`src/sv/bpa_pkg.sv`:
```
// Shared constants, microcode types and control store for the bitmap page allocator.
package bpa_pkg;

  localparam int MAX_PAGES = 4096;
  localparam int WORD_BITS = 32;
  localparam int NUM_WORDS = (MAX_PAGES + WORD_BITS - 1) / WORD_BITS;
  localparam int WORD_AW   = $clog2(NUM_WORDS);
  localparam int BIT_W     = $clog2(WORD_BITS);
  localparam int PTR_W     = WORD_AW + 1;
  localparam int IDX_W     = 12;
  localparam int CNT_W     = 13;
  localparam int PC_W      = 4;

  localparam logic [CNT_W-1:0] MAX_PAGES_C = CNT_W'(MAX_PAGES);

  typedef enum logic [1:0] {
    REQ_ALLOC   = 2'd0,
    REQ_FREE    = 2'd1,
    REQ_RESERVE = 2'd2,
    REQ_BAD     = 2'd3
  } req_t;

  typedef enum logic [1:0] {
    ST_OK    = 2'd0,
    ST_OOM   = 2'd1,
    ST_RANGE = 2'd2,
    ST_SAME  = 2'd3
  } status_t;

  typedef enum logic [1:0] {
    BR_NEXT     = 2'd0,
    BR_GOTO     = 2'd1,
    BR_IF       = 2'd2,
    BR_DISPATCH = 2'd3
  } br_t;

  typedef enum logic [2:0] {
    C_NO_START  = 3'd0,
    C_SCAN_DONE = 3'd1,
    C_MORE_FULL = 3'd2,
    C_FULL      = 3'd3,
    C_RANGE     = 3'd4,
    C_SAME      = 3'd5
  } cond_t;

  typedef enum logic [1:0] {
    RD_NONE      = 2'd0,
    RD_PTR       = 2'd1,
    RD_SCAN_STEP = 2'd2,
    RD_IDX       = 2'd3
  } rd_t;

  typedef enum logic [1:0] {
    WR_NONE  = 2'd0,
    WR_ALLOC = 2'd1,
    WR_PAGE  = 2'd2
  } wr_t;

  typedef enum logic [1:0] {
    CNT_NONE = 2'd0,
    CNT_INC  = 2'd1,
    CNT_WANT = 2'd2
  } cnt_t;

  typedef enum logic [1:0] {
    G_SCAN = 2'd0,
    G_IDX  = 2'd1,
    G_ZERO = 2'd2
  } gsel_t;

  // step addresses
  localparam logic [PC_W-1:0] S_IDLE     = 4'd0;
  localparam logic [PC_W-1:0] S_DISPATCH = 4'd1;
  localparam logic [PC_W-1:0] S_SCAN0    = 4'd2;
  localparam logic [PC_W-1:0] S_SCAN     = 4'd3;
  localparam logic [PC_W-1:0] S_SCAN_END = 4'd4;
  localparam logic [PC_W-1:0] S_GRANT    = 4'd5;
  localparam logic [PC_W-1:0] S_FR_CHK   = 4'd6;
  localparam logic [PC_W-1:0] S_FR_TEST  = 4'd7;
  localparam logic [PC_W-1:0] S_FR_DO    = 4'd8;
  localparam logic [PC_W-1:0] S_SAME     = 4'd9;
  localparam logic [PC_W-1:0] S_RANGE    = 4'd10;
  localparam logic [PC_W-1:0] S_OOM      = 4'd11;

  typedef struct packed {
    br_t              br;
    cond_t            cond;
    logic [PC_W-1:0]  target;
    logic             load_req;
    logic             clr_ptr;
    rd_t              rd;
    wr_t              wr;
    cnt_t             cnt;
    logic             emit;
    status_t          status;
    gsel_t            gsel;
  } cw_t;

  typedef struct packed {
    logic scan_done;
    logic more_full;
    logic full;
    logic range;
    logic same;
    req_t req;
  } flags_t;

  localparam cw_t CW_NOP = '{
    br: BR_NEXT, cond: C_NO_START, target: S_IDLE, load_req: 1'b0, clr_ptr: 1'b0,
    rd: RD_NONE, wr: WR_NONE, cnt: CNT_NONE, emit: 1'b0, status: ST_OK, gsel: G_IDX
  };

  function automatic cw_t ucode(input logic [PC_W-1:0] pc);
    cw_t cw;
    cw = CW_NOP;
    unique case (pc)
      S_IDLE: begin
        cw.br = BR_IF; cw.cond = C_NO_START; cw.target = S_IDLE; cw.load_req = 1'b1;
      end
      S_DISPATCH: begin
        cw.br = BR_DISPATCH; cw.clr_ptr = 1'b1;
      end
      S_SCAN0: begin
        cw.br = BR_IF; cw.cond = C_SCAN_DONE; cw.target = S_OOM; cw.rd = RD_PTR;
      end
      S_SCAN: begin
        // one word per cycle while words stay full
        cw.br = BR_IF; cw.cond = C_MORE_FULL; cw.target = S_SCAN; cw.rd = RD_SCAN_STEP;
      end
      S_SCAN_END: begin
        cw.br = BR_IF; cw.cond = C_FULL; cw.target = S_OOM;
      end
      S_GRANT: begin
        cw.br = BR_GOTO; cw.target = S_IDLE; cw.wr = WR_ALLOC; cw.cnt = CNT_INC;
        cw.emit = 1'b1; cw.status = ST_OK; cw.gsel = G_SCAN;
      end
      S_FR_CHK: begin
        cw.br = BR_IF; cw.cond = C_RANGE; cw.target = S_RANGE; cw.rd = RD_IDX;
      end
      S_FR_TEST: begin
        cw.br = BR_IF; cw.cond = C_SAME; cw.target = S_SAME;
      end
      S_FR_DO: begin
        cw.br = BR_GOTO; cw.target = S_IDLE; cw.wr = WR_PAGE; cw.cnt = CNT_WANT;
        cw.emit = 1'b1; cw.status = ST_OK; cw.gsel = G_IDX;
      end
      S_SAME: begin
        cw.br = BR_GOTO; cw.target = S_IDLE; cw.emit = 1'b1; cw.status = ST_SAME;
        cw.gsel = G_IDX;
      end
      S_RANGE: begin
        cw.br = BR_GOTO; cw.target = S_IDLE; cw.emit = 1'b1; cw.status = ST_RANGE;
        cw.gsel = G_IDX;
      end
      S_OOM: begin
        cw.br = BR_GOTO; cw.target = S_IDLE; cw.emit = 1'b1; cw.status = ST_OOM;
        cw.gsel = G_ZERO;
      end
      default: begin
        cw.br = BR_GOTO; cw.target = S_IDLE;
      end
    endcase
    return cw;
  endfunction

endpackage

```
`src/sv/bpa_sequencer.sv`:
```
// Microcode sequencer: step counter, control store lookup and branch logic.
module bpa_sequencer import bpa_pkg::*; (
  input  logic   clk,
  input  logic   rst_n,
  input  logic   start,
  input  flags_t flags,
  output cw_t    cw,
  output logic   busy
);

  logic [PC_W-1:0] pc_r, pc_nxt;
  logic            cond_true;
  logic [PC_W-1:0] disp_target;

  assign cw   = ucode(pc_r);
  assign busy = (pc_r != S_IDLE);

  always_comb begin
    unique case (cw.cond)
      C_NO_START:  cond_true = !start;
      C_SCAN_DONE: cond_true = flags.scan_done;
      C_MORE_FULL: cond_true = flags.more_full;
      C_FULL:      cond_true = flags.full;
      C_RANGE:     cond_true = flags.range;
      C_SAME:      cond_true = flags.same;
      default:     cond_true = 1'b0;
    endcase
  end

  always_comb begin
    case (flags.req) inside
      REQ_ALLOC:             disp_target = S_SCAN0;
      REQ_FREE, REQ_RESERVE: disp_target = S_FR_CHK;
      default:               disp_target = S_RANGE;
    endcase
  end

  always_comb begin
    unique case (cw.br)
      BR_NEXT:     pc_nxt = pc_r + PC_W'(1);
      BR_GOTO:     pc_nxt = cw.target;
      BR_IF:       pc_nxt = cond_true ? cw.target : pc_r + PC_W'(1);
      BR_DISPATCH: pc_nxt = disp_target;
      default:     pc_nxt = S_IDLE;
    endcase
  end

  always_ff @(posedge clk) begin
    if (!rst_n) begin
      pc_r <= S_IDLE;
    end else begin
      pc_r <= pc_nxt;
    end
  end

endmodule

```
`config.mk`:
```
export PLATFORM = sky130hd
export DESIGN_NAME = bpa_sequencer
export DESIGN_NICKNAME = d
export VERILOG_FILES = /design/src/sv/bpa_pkg.sv /design/src/sv/bpa_sequencer.sv
export SDC_FILE = /design/constraint.sdc
export NUM_CORES = 1
export LEC_CHECK = 0
export BUFFER_PORTS_ARGS = -buffer_cell sky130_fd_sc_hd__buf_2
export CAP_MARGIN = 20
export CORE_UTILIZATION = 46
export DETAILED_ROUTE_END_ITERATION = 12
export PLACE_DENSITY = 0.79
export SLEW_MARGIN = 20
export SYNTH_ARGS = -nofsm -noshare
export SYNTH_HDL_FRONTEND = slang
export SYNTH_SLANG_ARGS = --single-unit
```
`constraint.sdc`:
```
create_clock -name clk -period 2.5 [get_ports clk]
set_input_delay 0.5 -clock clk [delete_from_list [all_inputs] [get_ports clk]]
set_output_delay 0.5 -clock clk [all_outputs]
set_load 0.01 [all_outputs]
```
# [After elaboration in Yosys (flattened, before gate mapping)]
# Index checks and enable logic that the tools add are counted.
# Widths: inputs -> output; s select.
[word_totals] inputBits=10 wordCells=45 output_inout_bits=23 ff_bits=4
[op_classes] n_mux=13 n_addsub=1 n_eq_ne=21 n_reduce_logical=9
[op_table] op="$pmux 4 s4" n=2
[op_table] op="$pmux 5 s5" n=1
[op_table] op="$eq 4x3->1 const B" n=4
[op_table] op="$eq 4x4->1 const B" n=4
[op_table] op="$pmux 3 s5" n=1
[op_table] op="$mux 4" n=3
[op_table] op="$eq 4x2->1 const B" n=2
[op_table] op="$pmux 4 s2" n=1
[op_table] op="$eq 2x2->1 const B" n=3
[op_table] op="$eq 3x2->1 const B" n=2
[op_table] op="$eq 3x3->1 const B" n=2
[op_table] op="$pmux 1 s6" n=1
[op_table] op="$pmux 2 s3" n=1
[op_table] op="$reduce_or 6->1" n=1
[op_table] op="$add 4x1->4 const B" n=1
[op_table] op="$eq 2x1->1 const B" n=2
[op_table] op="$eq 4x1->1 const B" n=1
[op_table] op="$logic_not 2->1" n=2
[op_table] op="$logic_not 4->1" n=1
[op_table] op="$pmux 2 s2" n=1
[op_table] op="$reduce_bool 4->1" n=1
[op_table] op="$reduce_or 2->1" n=2
[op_table] op="$eq 3x1->1 const B" n=1
[op_table] op="$logic_not 3->1" n=1
[op_table] op="other kinds (2)" n=3

# [Depth between registers and ports, before layout]
[depth] ltp_word=6 depth_mapped=8 depth_no_buf=7

# [Least setup slack after synthesis]
# Ideal clock, no wire load.
[synth_path] path_kind="register to output" startpoint="register pc_r[0]" endpoint="output cw[20] in the netlist's numbering" t_required_ps=2000 setup_slack_ps=673 path_stages_with_launch=6 t_arrival_ps=1327 n_path_buf=1 path_cell_list="dfxtp_1 > inv_1 > ha_1 > buf_2 > nor3_1 > or3_1"
[synth_lines] element="from (decl)" line="bpa_sequencer.sv:11" rtl="logic [PC_W-1:0] pc_r, pc_nxt;"
[synth_lines] element="from (signal assigned)" line="bpa_sequencer.sv:52" rtl="pc_r <= pc_nxt;"
[synth_lines] element="to (decl)" line="bpa_sequencer.sv:7" rtl="output cw_t cw,"

==> out/qor.log <==
qor: clock_network.post-cts-setup-buffer-count 0
qor: detailed_routing.number_of_drc_markers_in_iteration_0 25
qor: placement.placed_area 835 um2
qor: sta.timing.clock.skew 0.00446 ns
qor: global_route.grt_pass1_vias 578
qor: power_and_ir_drop.vdd.ir_drop.worst 0.500 mV
qor: yosys.ys.flop_type sky130_fd_sc_hd__dfxtp_1
qor: sta.max_clock_freq 0.417 GHz
qor: global_route.grt_first_pass_wirelength 2620 um
qor: placement.dpl.hpwl 1490 um
qor: die.die_height 41.3 um
qor: clock_network.cts_htree_levels 1
qor: yosys.post_synth.cell_area_avg 7.12 um2
qor: setup_path.path_buf_inv 1
qor: sta.hold_violations 0
qor: yosys.yosysSeqAreaShare 11.2%
qor: worst_hold_path.hp-class in2reg
qor: detailed_routing.drt-total-wl 1970 um
qor: worst_hold_path.hold_path.startpoint flags[1]
qor: global_route.grt.overflow.total 0
qor: setup_path.cpLargestDelayFamily adder cells
qor: sta.setup_viol 0
qor: worst_hold_path.whs_endpoint pc_r[2]
qor: setup_path.critPathArrivalTime 1.90 ns
qor: final_layout.fillCellCount 129
qor: clock_network.cts_resized 0
qor: setup_path.critical_r2r_capture pc_r[1]
qor: setup_path.r2r_cells 7
qor: final_layout.area_delta_synth_final 20.4%
qor: detailed_routing.drc 0
qor: setup_path.crit_path_max_incr_delay 0.58 ns
qor: detailed_routing.met3_length 103 um
qor: yosys.synth_nets 115
qor: sta.rsz_0062_raised_after_global_routing no
qor: yosys.ffs_latches_synth 4
qor: setup_path.r2r_slack 0.39 ns
qor: final_layout.final_layout_size_suffix_gt1_share 35.4%
qor: power_and_ir_drop.power.internal 0.000438 W
qor: detailed_routing.detail-route-antenna-nets 0
qor: final_layout.summed_area_of_non_filler_cells_in_the_final_layout 857 um2
qor: yosys.synth-edff-count 0
qor: global_route.grt_max_degree 16
qor: detailed_routing.routed_wire_length_per_instance 13.9 um
qor: setup_path.setup.worst_path.end_class output port
qor: placement.io_buffers 31
qor: power_and_ir_drop.p_sw 0.000497 W
qor: die.floorplan.initialDensity 52.1%
qor: sta.worst_slew_margin_rel 59.8%
qor: yosys.synth.largest_area_cell sky130_fd_sc_hd__dfxtp_1
qor: run.max_cap_violations 0
qor: power_and_ir_drop.power_frac_seq 12.8%
qor: run_status.status complete, no violations
qor: clock_network.holdBufCountCts 0
qor: setup_path.critical_path_cell_by_cell ha_1 -> nor3_1 -> or3_1 -> buf_2
qor: clock_network.worst_setup_hold_path_clk_slew 0.04 ns
qor: yosys.synth_top_area_share 11.2%
qor: power_and_ir_drop.total_leakage_power 0.429 nW
qor: clock_network.clock_tree.buffer_depth 2
qor: yosys.yosysUniqueCellTypes 42
qor: detailed_routing.wirelength_met1 923 um
qor: setup_path.regToRegStartpoint pc_r[0]
qor: global_route.grt_antenna_before_repair 0
qor: detailed_routing.drtPass1Iterations 4
qor: sta.hold-worst-slack 0.610 ns
qor: detailed_routing.met2_length 922 um
qor: final_layout.largestRegisters pc_r x4
qor: final_layout.num_antenna_cells 0
qor: final_layout.finalNonFillerCells 142
qor: yosys.ys_top_cells_by_area sky130_fd_sc_hd__dfxtp_1 (11%), sky130_fd_sc_hd__ha_1 (8.8%), sky130_fd_sc_hd__a21oi_1 (8.4%)
qor: power_and_ir_drop.power.density_cell_area 1090 mW/mm2
qor: sta.timing.final.crit_period 2.40 ns
qor: sta.slew_viol_final 0
qor: sta.min_period_over_period 96.0%
qor: clock_network.cts_root_buf sky130_fd_sc_hd__clkbuf_4
qor: clock_network.clock_tree_from_tritoncts yes
qor: die.floorplan.die_area 0.00171 mm2
qor: detailed_routing.num_vias 825
qor: yosys.asyncSetResetFlopFracSynth 0%
qor: setup_path.critical_path_peak_fanout 14
qor: sta.worst-slew-pin-transition 0.603 ns
qor: final_layout.largest_register_ffs 4
qor: die.core.rowCount 13
qor: placement.placed_cell_count 139
qor: setup_path.crit_type reg2out
qor: clock_network.clock_latency 0.23 ns
qor: detailed_routing.routed.top_layer met4
qor: global_route.grt.total_usage 23.1%
qor: yosys.syn_inst 100
qor: power_and_ir_drop.switching_share 53.1%
qor: worst_hold_path.hold-path-cell-count 3
qor: power_and_ir_drop.clock_power_share 8.4%
qor: clock_network.numCtsBuffers 3
qor: sta.fin_setup_tns 0 ns
qor: power_and_ir_drop.total_power 0.000935 W
qor: power_and_ir_drop.logic_gate_share_of_total_power 78.8%
qor: setup_path.worst_ep_required_time 2.00 ns
qor: placement.placer_congestion_estimate 0.842
qor: yosys.syn-cell-area 712 um2
qor: final_layout.largest-register pc_r
qor: setup_path.timing.critical_path.from_type register
qor: die.fp.dieW 41.3 um
qor: final_layout.fin_nets 144
qor: clock_network.cts_sinks 4
qor: yosys.synth.cells.most_frequent sky130_fd_sc_hd__a21oi_1 (12), sky130_fd_sc_hd__nor2_1 (12), sky130_fd_sc_hd__inv_1 (10)
qor: detailed_routing.avgViaCountPerCell 5.81
qor: die.ports_placed_on_the_boundary 33
qor: die.placeableCoreArea 0.00137 mm2
qor: setup_path.cp_slowest_cell sky130_fd_sc_hd__ha_1
qor: yosys.synth_warnings 0
==> per-stage QoR <==
stage / utilization (%) / worst slack [ns]
5_1_grt: 62.7 / 0.0326
6_report: 62.7 / 0.101
3_3_place_gp: 61.1 / 0.450
2_1_floorplan: - / 0.673
4_1_cts: 62.7 / 0.119
3_5_place_dp: 61.1 / 0.383
==> how the worst max path moves through the flow <==
stage / start / endpoint / slack [ns] / depth (start not counted)
6_report: pc_r[1] / cw[20] / 0.10 / 4
5_1_grt: pc_r[1] / cw[20] / 0.03 / 4
4_1_cts: pc_r[1] / cw[20] / 0.12 / 4
3_5_place_dp: pc_r[1] / cw[20] / 0.38 / 4
3_3_place_gp: pc_r[1] / cw[20] / 0.45 / 4
2_1_floorplan: pc_r[0] / cw[20] / 0.67 / 5
==> worst register-to-register path, delay by kind of cell, from the launching register on <==
kind,cells,cell delay (ns)
AO/OA/AOI/OAI,4,0.74
AND/OR/NAND/NOR,1,0.39
adder cells (fa/ha/maj),1,0.38
buffers and inverters,1,0.10
flip-flops,1,0.38
==> metal layers <==
metal,GRT usage (%),up-vias
li1,-,408
met1,32.2,375
met2,36.7,40
met3,1.60,2
met4,8.87,0
met5,0,-
==> power groups by stage <==
stage          Sequential (W)   Clock, W  Combinational (W)
5_1_grt              0.000121  0.0000877           0.000812
6_report             0.000120  0.0000785           0.000736
4_1_cts              0.000118  0.0000833           0.000729
3_3_place_gp         0.000117          0           0.000716
3_5_place_dp         0.000119          0           0.000725
2_1_floorplan        0.000103          0           0.000560
==> layout make-up <==
class | instances | area, um2 | area share [%]
clock buffer | 3 | 22.5 | 2.63
inverter | 11 | 41.3 | 4.82
multi-input combinational | 77 | 532 | 62.0
sequential | 4 | 80.1 | 9.34
tap | 15 | 18.8 | 2.19
timing repair buffer | 32 | 163 | 19.0
==> cells by family (layout without fill, tap and decap cells) <==
group	Yosys count	in the layout	synth area share, %
buffers and inverters	19	46	14.1
other	1	1	0.527
DFF	4	4	11.2
and+or+nand+nor	41	41	32.5
AOI/OAI and AO/OA	29	29	31.5
muxes	1	1	1.41
adders and majority gates	5	5	8.79
==> layout by cell type (no fill, tap or decap), types with 2 or more instances in the layout <==
cell                       instances
sky130_fd_sc_hd__nor4_1            2
sky130_fd_sc_hd__nand2_1           5
sky130_fd_sc_hd__and3_1            2
sky130_fd_sc_hd__ha_1              5
sky130_fd_sc_hd__inv_1            10
sky130_fd_sc_hd__buf_2            31
sky130_fd_sc_hd__clkbuf_4          3
sky130_fd_sc_hd__nand2b_1          4
sky130_fd_sc_hd__dfxtp_1           4
sky130_fd_sc_hd__o32ai_1           2
sky130_fd_sc_hd__nor2_1           12
sky130_fd_sc_hd__a21oi_1          12
sky130_fd_sc_hd__nor3_1            4
sky130_fd_sc_hd__o21ai_0           4
Power figures use the tool's default switching activity.
